File: src/hw/rtl/shash_pkg.sv
// Shared types, constants and round functions for the streaming SHA-256 core.
// Used by sha256_stream_hash_core; depends on nothing else.
`default_nettype none

package shash_pkg;

    localparam int WORD_W      = 32;
    localparam int HASH_WORDS  = 8;
    localparam int BLOCK_WORDS = 16;
    localparam int BLOCK_BYTES = 64;
    localparam int ROUNDS      = 64;
    localparam int HASH_AW     = $clog2(HASH_WORDS);
    localparam int BLOCK_AW    = $clog2(BLOCK_WORDS);
    localparam int BYTE_AW     = $clog2(BLOCK_BYTES);
    localparam int ROUND_AW    = $clog2(ROUNDS);

    // Padding marker and the byte offset at which the length field starts.
    localparam logic [7:0]         PAD_BYTE  = 8'h80;
    localparam logic [BYTE_AW-1:0] LEN_START = BYTE_AW'(56);

    typedef logic [WORD_W-1:0] word_t;

    typedef struct packed {
        logic       byte_present;
        logic [7:0] message_byte;
        logic       end_of_message;
    } item_t;

    typedef struct packed {
        logic [63:0] digest_part;
        logic        part_last;
    } result_t;

    localparam word_t H_INIT [HASH_WORDS] = '{
        32'h6a09e667, 32'hbb67ae85, 32'h3c6ef372, 32'ha54ff53a,
        32'h510e527f, 32'h9b05688c, 32'h1f83d9ab, 32'h5be0cd19
    };

    localparam word_t ROUND_K [ROUNDS] = '{
        32'h428a2f98, 32'h71374491, 32'hb5c0fbcf, 32'he9b5dba5,
        32'h3956c25b, 32'h59f111f1, 32'h923f82a4, 32'hab1c5ed5,
        32'hd807aa98, 32'h12835b01, 32'h243185be, 32'h550c7dc3,
        32'h72be5d74, 32'h80deb1fe, 32'h9bdc06a7, 32'hc19bf174,
        32'he49b69c1, 32'hefbe4786, 32'h0fc19dc6, 32'h240ca1cc,
        32'h2de92c6f, 32'h4a7484aa, 32'h5cb0a9dc, 32'h76f988da,
        32'h983e5152, 32'ha831c66d, 32'hb00327c8, 32'hbf597fc7,
        32'hc6e00bf3, 32'hd5a79147, 32'h06ca6351, 32'h14292967,
        32'h27b70a85, 32'h2e1b2138, 32'h4d2c6dfc, 32'h53380d13,
        32'h650a7354, 32'h766a0abb, 32'h81c2c92e, 32'h92722c85,
        32'ha2bfe8a1, 32'ha81a664b, 32'hc24b8b70, 32'hc76c51a3,
        32'hd192e819, 32'hd6990624, 32'hf40e3585, 32'h106aa070,
        32'h19a4c116, 32'h1e376c08, 32'h2748774c, 32'h34b0bcb5,
        32'h391c0cb3, 32'h4ed8aa4a, 32'h5b9cca4f, 32'h682e6ff3,
        32'h748f82ee, 32'h78a5636f, 32'h84c87814, 32'h8cc70208,
        32'h90befffa, 32'ha4506ceb, 32'hbef9a3f7, 32'hc67178f2
    };

    function automatic word_t rotr(word_t x, int unsigned n);
        return (x >> n) | (x << (WORD_W - n));
    endfunction

    function automatic word_t big_sigma0(word_t x);
        return rotr(x, 2) ^ rotr(x, 13) ^ rotr(x, 22);
    endfunction

    function automatic word_t big_sigma1(word_t x);
        return rotr(x, 6) ^ rotr(x, 11) ^ rotr(x, 25);
    endfunction

    function automatic word_t small_sigma0(word_t x);
        return rotr(x, 7) ^ rotr(x, 18) ^ (x >> 3);
    endfunction

    function automatic word_t small_sigma1(word_t x);
        return rotr(x, 17) ^ rotr(x, 19) ^ (x >> 10);
    endfunction

    function automatic word_t choose(word_t e, word_t f, word_t g);
        return (e & f) ^ (~e & g);
    endfunction

    function automatic word_t majority(word_t a, word_t b, word_t c);
        return (a & b) ^ (a & c) ^ (b & c);
    endfunction

endpackage

`default_nettype wire

File: src/hw/rtl/shash_ram.sv
// Generic simple dual-port RAM with one write port and a registered read port.
// Standalone; no package dependency.
`default_nettype none

module shash_ram #(
    parameter int WIDTH = 32,
    parameter int DEPTH = 16,
    localparam int AW = (DEPTH > 1) ? $clog2(DEPTH) : 1
) (
    input  logic             clk,
    input  logic             we,
    input  logic [AW-1:0]    waddr,
    input  logic [WIDTH-1:0] wdata,
    input  logic [AW-1:0]    raddr,
    output logic [WIDTH-1:0] rdata
);

    logic [WIDTH-1:0] mem_reg [DEPTH];
    logic [WIDTH-1:0] rdata_reg;

    always_ff @(posedge clk)
    begin
        if (we)
        begin
            mem_reg[waddr] <= wdata;
        end
        rdata_reg <= mem_reg[raddr];
    end

    assign rdata = rdata_reg;

endmodule

`default_nettype wire

File: src/hw/rtl/sha256_stream_hash_core.sv
// Streaming SHA-256 core: byte intake, padding, block compression and digest output.
// Depends on shash_pkg and shash_ram.
`default_nettype none

// The core hashes a byte stream, one byte per input transfer. A transfer with
// end_of_message set closes the message (its byte, if present, is absorbed first);
// a bare end mark with no byte is allowed, so an empty message is legal. The core
// then pads the message, finishes the hash and delivers the 256-bit digest as four
// 64-bit transfers, most significant part first, with part_last on the fourth, and
// is ready for the next message with the initial hash values. A byte that does not
// fill a block is taken without a stall. A byte that fills the 64-byte block stalls
// the input while the block and the chaining value are streamed out of the two RAMs
// into the schedule window and working registers, the single round unit runs the 64
// rounds, and the result is added back into the hash RAM. An end mark brings padding
// writes plus one or two such compressions, after which each digest part is read
// from the hash RAM and sent, waiting while the output is stalled. The last part may
// wait in the output register while the next message already streams in. No
// clearing pass is needed after reset.
module sha256_stream_hash_core (
    input  logic              clk,
    input  logic              rst_n,
    input  logic              item_valid,
    output logic              item_stall,
    input  shash_pkg::item_t   item_data,
    output logic              result_valid,
    input  logic              result_stall,
    output shash_pkg::result_t result_data
);

    import shash_pkg::*;

    // Sequencer states.
    typedef enum logic [5:0] {
        ST_IDLE   = 6'b000001,
        ST_PAD    = 6'b000010,
        ST_LOAD   = 6'b000100,
        ST_ROUND  = 6'b001000,
        ST_UPDATE = 6'b010000,
        ST_OUT    = 6'b100000
    } state_t;

    // Steps of one digest part: read the high word, read the low word, send.
    localparam logic [1:0] STEP_HI   = 2'd0;
    localparam logic [1:0] STEP_LO   = 2'd1;
    localparam logic [1:0] STEP_SEND = 2'd2;

    localparam int PART_W = HASH_AW - 1;

    localparam logic [ROUND_AW-1:0] LOAD_LAST   = ROUND_AW'(BLOCK_WORDS);
    localparam logic [ROUND_AW-1:0] ROUND_LAST  = ROUND_AW'(ROUNDS - 1);
    localparam logic [ROUND_AW-1:0] UPDATE_LAST = ROUND_AW'(HASH_WORDS);
    localparam logic [ROUND_AW-1:0] HASH_CNT    = ROUND_AW'(HASH_WORDS);
    localparam logic [BYTE_AW-1:0]  FILL_LAST   = BYTE_AW'(BLOCK_BYTES - 1);
    localparam logic [BLOCK_AW-1:0] IDX_LEN_HI  = BLOCK_AW'(BLOCK_WORDS - 2);
    localparam logic [BLOCK_AW-1:0] IDX_LEN_LO  = BLOCK_AW'(BLOCK_WORDS - 1);
    localparam logic [PART_W-1:0]   LAST_PART   = '1;

    // Control state.
    state_t              state_reg, state_next;
    logic [ROUND_AW-1:0] cnt_reg, cnt_next;
    logic [BYTE_AW-1:0]  fill_reg, fill_next;
    logic [63:0]         bits_reg, bits_next;
    // While set, the hash RAM is taken to hold the initial hash values.
    logic                hash_init_reg, hash_init_next;
    // Follow-up work after the current compression.
    logic                end_pend_reg, end_pend_next;
    logic                pad_more_reg, pad_more_next;
    logic                final_reg, final_next;
    logic [BLOCK_AW-1:0] pad_idx_reg, pad_idx_next;
    logic                pad_first_reg, pad_first_next;
    logic                pad_two_reg, pad_two_next;
    logic                pad_second_reg, pad_second_next;
    logic [PART_W-1:0]   part_reg, part_next;
    logic [1:0]          step_reg, step_next;
    logic [HASH_AW-1:0]  haddr_reg;
    logic                result_valid_reg, result_valid_next;

    // Datapath registers.
    logic [23:0]         acc_reg, acc_next;
    word_t               w_reg [BLOCK_WORDS];
    word_t               w_next [BLOCK_WORDS];
    word_t               v_reg [HASH_WORDS];
    word_t               v_next [HASH_WORDS];
    word_t               hi_reg, hi_next;
    result_t             result_reg, result_next;

    // RAM ports.
    logic                blk_we;
    logic [BLOCK_AW-1:0] blk_waddr;
    word_t               blk_wdata;
    logic [BLOCK_AW-1:0] blk_raddr;
    word_t               blk_rdata;
    logic                hash_we;
    logic [HASH_AW-1:0]  hash_waddr;
    word_t               hash_wdata;
    logic [HASH_AW-1:0]  hash_raddr;
    word_t               hash_rdata;

    logic                item_accept;
    logic                result_free;
    word_t               hash_rd;
    word_t               pad_word;
    word_t               round_t1;
    word_t               round_t2;
    word_t               sched_new;
    logic [BYTE_AW-1:0]  fill_now;

    shash_ram #(
        .WIDTH (WORD_W),
        .DEPTH (BLOCK_WORDS)
    ) u_block_ram (
        .clk   (clk),
        .we    (blk_we),
        .waddr (blk_waddr),
        .wdata (blk_wdata),
        .raddr (blk_raddr),
        .rdata (blk_rdata)
    );

    shash_ram #(
        .WIDTH (WORD_W),
        .DEPTH (HASH_WORDS)
    ) u_hash_ram (
        .clk   (clk),
        .we    (hash_we),
        .waddr (hash_waddr),
        .wdata (hash_wdata),
        .raddr (hash_raddr),
        .rdata (hash_rdata)
    );

    assign item_stall   = (state_reg != ST_IDLE);
    assign item_accept  = item_valid && !item_stall;
    assign result_free  = !result_valid_reg || !result_stall;
    assign result_valid = result_valid_reg;
    assign result_data  = result_reg;

    // Right after reset or a finished message the hash RAM content is stale, and
    // the initial hash values stand in for it until the first write-back completes.
    assign hash_rd = hash_init_reg ? H_INIT[haddr_reg] : hash_rdata;

    // One SHA-256 round on the working registers, and the next schedule word.
    assign round_t1 = v_reg[7] + big_sigma1(v_reg[4]) + choose(v_reg[4], v_reg[5], v_reg[6])
                    + ROUND_K[cnt_reg] + w_reg[0];
    assign round_t2 = big_sigma0(v_reg[0]) + majority(v_reg[0], v_reg[1], v_reg[2]);
    assign sched_new = w_reg[0] + small_sigma0(w_reg[1]) + w_reg[9] + small_sigma1(w_reg[14]);

    // Word written during padding. The first word merges the pending bytes of the
    // partial word with the marker byte; the last two words of the final block carry
    // the big-endian bit count; all other words are zero.
    always_comb
    begin
        pad_word = '0;
        if (pad_first_reg)
        begin
            case (fill_reg[1:0])
                2'd0:    pad_word = {PAD_BYTE, 24'h0};
                2'd1:    pad_word = {acc_reg[7:0], PAD_BYTE, 16'h0};
                2'd2:    pad_word = {acc_reg[15:0], PAD_BYTE, 8'h0};
                2'd3:    pad_word = {acc_reg[23:0], PAD_BYTE};
                default: pad_word = '0;
            endcase
        end
        else if (!pad_two_reg || pad_second_reg)
        begin
            if (pad_idx_reg == IDX_LEN_HI)
            begin
                pad_word = bits_reg[63:32];
            end
            else if (pad_idx_reg == IDX_LEN_LO)
            begin
                pad_word = bits_reg[31:0];
            end
        end
    end

    always_comb
    begin
        state_next        = state_reg;
        cnt_next          = cnt_reg;
        fill_next         = fill_reg;
        bits_next         = bits_reg;
        hash_init_next    = hash_init_reg;
        end_pend_next     = end_pend_reg;
        pad_more_next     = pad_more_reg;
        final_next        = final_reg;
        pad_idx_next      = pad_idx_reg;
        pad_first_next    = pad_first_reg;
        pad_two_next      = pad_two_reg;
        pad_second_next   = pad_second_reg;
        part_next         = part_reg;
        step_next         = step_reg;
        acc_next          = acc_reg;
        hi_next           = hi_reg;
        result_next       = result_reg;
        result_valid_next = result_valid_reg && result_stall;
        w_next            = w_reg;
        v_next            = v_reg;
        fill_now          = fill_reg;

        blk_we     = 1'b0;
        blk_waddr  = pad_idx_reg;
        blk_wdata  = pad_word;
        blk_raddr  = cnt_reg[BLOCK_AW-1:0];
        hash_we    = 1'b0;
        hash_waddr = HASH_AW'(cnt_reg - ROUND_AW'(1));
        hash_wdata = hash_rd + v_reg[0];
        hash_raddr = cnt_reg[HASH_AW-1:0];

        case (state_reg)
            ST_IDLE:
            begin
                if (item_accept)
                begin
                    if (item_data.byte_present)
                    begin
                        acc_next  = {acc_reg[15:0], item_data.message_byte};
                        bits_next = bits_reg + 64'd8;
                        fill_now  = fill_reg + BYTE_AW'(1);
                        // A complete word goes into the block RAM.
                        if (fill_reg[1:0] == 2'd3)
                        begin
                            blk_we    = 1'b1;
                            blk_waddr = fill_reg[BYTE_AW-1:2];
                            blk_wdata = {acc_reg[23:0], item_data.message_byte};
                        end
                    end
                    fill_next = fill_now;
                    if (item_data.byte_present && fill_reg == FILL_LAST)
                    begin
                        state_next    = ST_LOAD;
                        cnt_next      = '0;
                        end_pend_next = item_data.end_of_message;
                    end
                    else if (item_data.end_of_message)
                    begin
                        state_next      = ST_PAD;
                        pad_idx_next    = fill_now[BYTE_AW-1:2];
                        pad_first_next  = 1'b1;
                        pad_two_next    = (fill_now >= LEN_START);
                        pad_second_next = 1'b0;
                    end
                end
            end

            ST_PAD:
            begin
                blk_we         = 1'b1;
                pad_first_next = 1'b0;
                if (pad_idx_reg == IDX_LEN_LO)
                begin
                    state_next    = ST_LOAD;
                    cnt_next      = '0;
                    final_next    = !pad_two_reg || pad_second_reg;
                    pad_more_next = pad_two_reg && !pad_second_reg;
                end
                else
                begin
                    pad_idx_next = pad_idx_reg + BLOCK_AW'(1);
                end
            end

            ST_LOAD:
            begin
                // Read data arrives in the cycle after its address is given.
                if (cnt_reg != '0)
                begin
                    for (int i = 0; i < BLOCK_WORDS - 1; i++)
                    begin
                        w_next[i] = w_reg[i + 1];
                    end
                    w_next[BLOCK_WORDS - 1] = blk_rdata;
                    if (cnt_reg <= HASH_CNT)
                    begin
                        for (int i = 0; i < HASH_WORDS - 1; i++)
                        begin
                            v_next[i] = v_reg[i + 1];
                        end
                        v_next[HASH_WORDS - 1] = hash_rd;
                    end
                end
                if (cnt_reg == LOAD_LAST)
                begin
                    state_next = ST_ROUND;
                    cnt_next   = '0;
                end
                else
                begin
                    cnt_next = cnt_reg + ROUND_AW'(1);
                end
            end

            ST_ROUND:
            begin
                v_next[0] = round_t1 + round_t2;
                v_next[1] = v_reg[0];
                v_next[2] = v_reg[1];
                v_next[3] = v_reg[2];
                v_next[4] = v_reg[3] + round_t1;
                v_next[5] = v_reg[4];
                v_next[6] = v_reg[5];
                v_next[7] = v_reg[6];
                for (int i = 0; i < BLOCK_WORDS - 1; i++)
                begin
                    w_next[i] = w_reg[i + 1];
                end
                w_next[BLOCK_WORDS - 1] = sched_new;
                if (cnt_reg == ROUND_LAST)
                begin
                    state_next = ST_UPDATE;
                    cnt_next   = '0;
                end
                else
                begin
                    cnt_next = cnt_reg + ROUND_AW'(1);
                end
            end

            ST_UPDATE:
            begin
                // Read word n, then add the working value and write it back.
                if (cnt_reg != '0)
                begin
                    hash_we = 1'b1;
                    for (int i = 0; i < HASH_WORDS - 1; i++)
                    begin
                        v_next[i] = v_reg[i + 1];
                    end
                end
                if (cnt_reg == UPDATE_LAST)
                begin
                    hash_init_next = 1'b0;
                    cnt_next       = '0;
                    if (final_reg)
                    begin
                        state_next = ST_OUT;
                        final_next = 1'b0;
                        part_next  = '0;
                        step_next  = STEP_HI;
                    end
                    else if (pad_more_reg)
                    begin
                        state_next      = ST_PAD;
                        pad_more_next   = 1'b0;
                        pad_idx_next    = '0;
                        pad_first_next  = 1'b0;
                        pad_second_next = 1'b1;
                    end
                    else if (end_pend_reg)
                    begin
                        // The end mark came with the byte that filled the block.
                        state_next      = ST_PAD;
                        end_pend_next   = 1'b0;
                        pad_idx_next    = '0;
                        pad_first_next  = 1'b1;
                        pad_two_next    = 1'b0;
                        pad_second_next = 1'b0;
                    end
                    else
                    begin
                        state_next = ST_IDLE;
                    end
                end
                else
                begin
                    cnt_next = cnt_reg + ROUND_AW'(1);
                end
            end

            ST_OUT:
            begin
                hash_raddr = {part_reg, (step_reg == STEP_LO)};
                case (step_reg)
                    STEP_HI:
                    begin
                        if (result_free)
                        begin
                            step_next = STEP_LO;
                        end
                    end
                    STEP_LO:
                    begin
                        hi_next   = hash_rd;
                        step_next = STEP_SEND;
                    end
                    STEP_SEND:
                    begin
                        result_next.digest_part = {hi_reg, hash_rd};
                        result_next.part_last   = (part_reg == LAST_PART);
                        result_valid_next       = 1'b1;
                        step_next               = STEP_HI;
                        if (part_reg == LAST_PART)
                        begin
                            // Start the next message from the initial hash values.
                            state_next     = ST_IDLE;
                            hash_init_next = 1'b1;
                            fill_next      = '0;
                            bits_next      = '0;
                        end
                        else
                        begin
                            part_next = part_reg + PART_W'(1);
                        end
                    end
                    default:
                    begin
                        step_next = STEP_HI;
                    end
                endcase
            end

            default:
            begin
                state_next = ST_IDLE;
            end
        endcase
    end

    always_ff @(posedge clk or negedge rst_n)
    begin
        if (!rst_n)
        begin
            state_reg        <= ST_IDLE;
            cnt_reg          <= '0;
            fill_reg         <= '0;
            bits_reg         <= '0;
            hash_init_reg    <= 1'b1;
            end_pend_reg     <= 1'b0;
            pad_more_reg     <= 1'b0;
            final_reg        <= 1'b0;
            pad_idx_reg      <= '0;
            pad_first_reg    <= 1'b0;
            pad_two_reg      <= 1'b0;
            pad_second_reg   <= 1'b0;
            part_reg         <= '0;
            step_reg         <= STEP_HI;
            haddr_reg        <= '0;
            result_valid_reg <= 1'b0;
        end
        else
        begin
            state_reg        <= state_next;
            cnt_reg          <= cnt_next;
            fill_reg         <= fill_next;
            bits_reg         <= bits_next;
            hash_init_reg    <= hash_init_next;
            end_pend_reg     <= end_pend_next;
            pad_more_reg     <= pad_more_next;
            final_reg        <= final_next;
            pad_idx_reg      <= pad_idx_next;
            pad_first_reg    <= pad_first_next;
            pad_two_reg      <= pad_two_next;
            pad_second_reg   <= pad_second_next;
            part_reg         <= part_next;
            step_reg         <= step_next;
            haddr_reg        <= hash_raddr;
            result_valid_reg <= result_valid_next;
        end
    end

    always_ff @(posedge clk)
    begin
        acc_reg    <= acc_next;
        w_reg      <= w_next;
        v_reg      <= v_next;
        hi_reg     <= hi_next;
        result_reg <= result_next;
    end

    // A new result only comes out of the digest read-out.
    assert property (@(posedge clk) disable iff (!rst_n)
        $rose(result_valid_reg) |-> $past(state_reg == ST_OUT))
        else $error("result raised outside digest read-out");

    // The digest is read from the RAM, never from the initial-value substitute.
    assert property (@(posedge clk) disable iff (!rst_n)
        (state_reg == ST_OUT) |-> !hash_init_reg)
        else $error("digest read while hash RAM marked as initial");

    // A block taken in from the stream is compressed only when it is full.
    assert property (@(posedge clk) disable iff (!rst_n)
        (state_reg == ST_IDLE && state_next == ST_LOAD) |-> (fill_next == '0))
        else $error("compression started on a partial block");

    // The block RAM is written only by byte intake and padding.
    assert property (@(posedge clk) disable iff (!rst_n)
        blk_we |-> (state_reg == ST_IDLE || state_reg == ST_PAD))
        else $error("block RAM written during compression or read-out");

endmodule

`default_nettype wire
File: config.mk
export PLATFORM = sky130hd
export DESIGN_NAME = sha256_stream_hash_core
export DESIGN_NICKNAME = d
export VERILOG_FILES = /design/src/hw/rtl/shash_pkg.sv /design/src/hw/rtl/shash_ram.sv /design/src/hw/rtl/sha256_stream_hash_core.sv
export SDC_FILE = /design/constraint.sdc
export NUM_CORES = 2
export LEC_CHECK = 0
export ABC_CLOCK_PERIOD_IN_PS = 118400
export BUFFER_PORTS_ARGS = -buffer_cell sky130_fd_sc_hd__buf_2
export CORE_MARGIN = 2
export CORE_UTILIZATION = 35
export CTS_BUF_LIST = sky130_fd_sc_hd__clkbuf_8 sky130_fd_sc_hd__clkbuf_16
export CTS_CLUSTER_SIZE = 8
export DETAILED_ROUTE_END_ITERATION = 10
export PLACE_DENSITY = 0.55
export RECOVER_POWER = 100
export SKIP_CTS_REPAIR_TIMING = 1
export SKIP_LAST_GASP = 1
export SYNTH_ARGS = -nofsm -noshare
export SYNTH_HDL_FRONTEND = slang
export SYNTH_SLANG_ARGS = --single-unit
File: constraint.sdc
create_clock -name clk -period 118.4 [get_ports clk]
set_input_delay 17.76 -clock clk [delete_from_list [all_inputs] [get_ports clk]]
set_output_delay 17.76 -clock clk [all_outputs]
set_load 0.05 [all_outputs]
==> results.sh <==
export IMPL_status="finished, violations left"
export IMPL_failed_checks="max-capacitance violations, max-slew violations"
export IMPL_tritoncts_num_sinks=1819
export IMPL_fin_crit_sh_pct=19.41
export IMPL_drt_pass1_iter_count=7
export IMPL_fp_dieH_um=496.6
export IMPL_routed_wl_met2_um=112300
export IMPL_std_cell_rows=180
export IMPL_globalRouteOverflowTotal=0
export IMPL_netlist_instances=6489
export IMPL_finish_cell_count_without_fillers=9936
export IMPL_setup_ws_ps=95420
export IMPL_edff_count_synth=1657
export IMPL_register_area_um2=53500
export IMPL_setup_viol=0
export IMPL_pin_count_of_the_biggest_net_entering_global_routing=186
export IMPL_multiInputGateArea_um2=28530
export IMPL_route_vias_total=52010
export IMPL_drt_met1_wl_um=105300
export IMPL_hold_path_class="reg2reg"
export IMPL_fillCellCount=22680
export IMPL_grt_pass1_wl_um=352900
export IMPL_ys_ff_latch=1819
export IMPL_grt_antenna_before_repair=15
export IMPL_worstMarginPinSlew_ps=9613
export IMPL_fp_dieArea_um2=246600
export IMPL_timing_max_slew_rel_slack_pct=-540.9
export IMPL_type_of_the_setup_path_with_the_least_slack="in2async"
export IMPL_detailedPlacementHpwl_um=165600
export IMPL_timing_critical_path_slowest_cell_delay_ps=3090
export IMPL_design_final_nets=7034
export IMPL_critPathRequiredTime_ps=117760
export IMPL_most_common_cell_after_layout_fill_and_taps_aside="sky130_fd_sc_hd__edfxtp_1"
export IMPL_track_usage_pct=19.52
export IMPL_most_used_cells_in_the_layout_excluding_fill_and_tap_cells="sky130_fd_sc_hd__edfxtp_1 (1657), sky130_fd_sc_hd__nand2_1 (1077), sky130_fd_sc_hd__inv_1 (554), sky130_fd_sc_hd__o21ai_0 (384), sky130_fd_sc_hd__clkbuf_16 (280)"
export IMPL_tritoncts_clock_tree="done"
export IMPL_yosys_warnings=0
export IMPL_tritoncts_num_buffers=279
export IMPL_post_place_cells=9546
export IMPL_timing_final_crit_period_ps=22980
export IMPL_drive_above_1_share_pct=8.729
export IMPL_worst_setup_path_start_kind="input port"
export IMPL_syn_num_nets=6881
export IMPL_clock_skew_ps=99.85
export IMPL_cts_htree_levels=5
export IMPL_number_of_pins_with_negative_max_slew_slack_in_the_final_report=2976
export IMPL_cap_viol_max_count=72
export IMPL_synthArstFlopShare_pct=5.388
export IMPL_wl_met3_um=15100
export IMPL_first_global_vias=50900
export IMPL_insertion_delay_ps=920
export IMPL_dominant_register_cell_in_the_synthesized_netlist="sky130_fd_sc_hd__edfxtp_1"
export IMPL_boundaryPins=81
export IMPL_area_delta_synth_final_pct=13.32
export IMPL_worstPathCellList="clkbuf_1, clkbuf_1"
export IMPL_avgRoutedWirePerCell_um=24.46
export IMPL_tns_ps=0
export IMPL_core_region_area_um2=241000
export IMPL_initial_utilization_pct=35.24
export IMPL_finalWeightedCongestion=0.9370
export IMPL_detailedPlace_worstSlack_ps=97770
export IMPL_topRoutingLayerUsed="met5"
export IMPL_routed_via_density=5.234
export IMPL_synthesis_area_per_instance_um2=13.09
export IMPL_yosysSeqAreaShare_pct=62.98
export IMPL_cts_reportedPaths_clkPinSlew_ps=60
export IMPL_clock_tree_root_cell="sky130_fd_sc_hd__clkbuf_16"
export IMPL_clk_path_buf_depth=4
export IMPL_die_w_um=496.6
export IMPL_cp_data_arrival_time_ps=22350
export IMPL_critPathSlowestCell="sky130_fd_sc_hd__clkbuf_1"
export IMPL_synth_area_um2=84930
export IMPL_bufs_and_invs_on_worst_path=2
export IMPL_worst_path_most_repeated_cell="sky130_fd_sc_hd__clkbuf_1"
export IMPL_ant_nets=0
export IMPL_drtIter0Drc=5592
export IMPL_cp_top_family="buffers and inverters"
export IMPL_ys_types=90
export IMPL_critical_path_max_fanout=62
export IMPL_drcViolationCount=0
export IMPL_hold_violations=0
export IMPL_rsz_0062_raised_after_global_routing="false"
export IMPL_postRouteWirelength_um=243000
export IMPL_endpoint_kind="asynchronous set/reset pin"
export IMPL_clock_fmax_mhz=43.51
export IMPL_io_buffers=80
[through the flow]
step | utilization (%) | area, um2 | hold slack, ps
finish | 39.94 | 96250 | 370.0
floorplan | - | 84930 | 400.3
CTS | 40.20 | 96880 | 368.0
detailed placement | 37.07 | 89330 | 404.5
global placement | 37.07 | 89330 | 400.5
global route | 39.94 | 96250 | 374.3
[final timing paths]
path	slack (ps)	start	to	cells after the start
max	95420	rst_n	cnt_reg[2]	2
min	370	w_reg[372]	w_reg[404]	0
max reg2reg	102810	cnt_reg[3]	v_reg[254]	36
min reg2reg	370	w_reg[372]	w_reg[404]	0
max in group clk	96210	item_valid	u_block_ram.mem_reg[2][25]	6
min in group asynchronous	17440	rst_n	bits_reg[6]	1
[routing by layer]
metal	GRT usage (%)	vias to the layer above
met3	3.119	458
met2	30.82	1770
met4	7.498	4
li1	-	23500
met1	27.06	26270
met5	0	-
[area by class of cell]
class / instances / share of cell area (%)
flip-flops and latches: 1819 / 55.59
multi-input cells: 3878 / 29.64
clock buffers: 281 / 7.294
well taps: 3185 / 4.140
inverters: 469 / 1.832
repair buffers: 195 / 0.9516
clock inverters: 106 / 0.5473
diodes: 3 / 0.007800
[cells in the mapped netlist, drive strengths merged (8+ instances only)]
cell type	number	area, um2
a22oi	14	105.1
and3	37	231.5
xnor2	256	2242
clkbuf	279	1047
a21o	108	810.8
dfrtp	96	2402
a211oi	33	265.3
edfxtp	1657	49760
nand2	1077	4043
nand3	255	1281
nand4	25	192.7
mux2i	10	100.1
nor2b	21	131.4
o211ai	20	150.1
inv	468	1757
o21ai	385	1927
and2	8	50.05
fa	188	3764
o21a	14	105.1
mux4	165	3716
a222oi	17	170.2
o31ai	16	120.1
o22ai	9	56.30
nor2	255	964.7
a31oi	50	312.8
nor3b	8	60.06
dfxtp	64	1281
ha	190	2377
o21bai	29	217.7
a21oi	221	1106
mux2	48	540.5
xor2	197	1725
or3	23	148.9
a221oi	19	166.4
nor3	40	205.2
buf	44	188.9
nand2b	30	190.2
[kinds of logic after synthesis]
kind of cell,after synthesis,synth area share (%)
flops,1819,62.98
simple gates,1813,9.159
compound gates,1009,7.275
buf+inv,792,3.528
xor+xnor,453,4.671
fa+ha+maj,380,7.254
mux,223,5.130
Power is left out: the tool's default activity adds up to more than one toggle a clock period on the data nets, which glitch-free logic cannot reach.
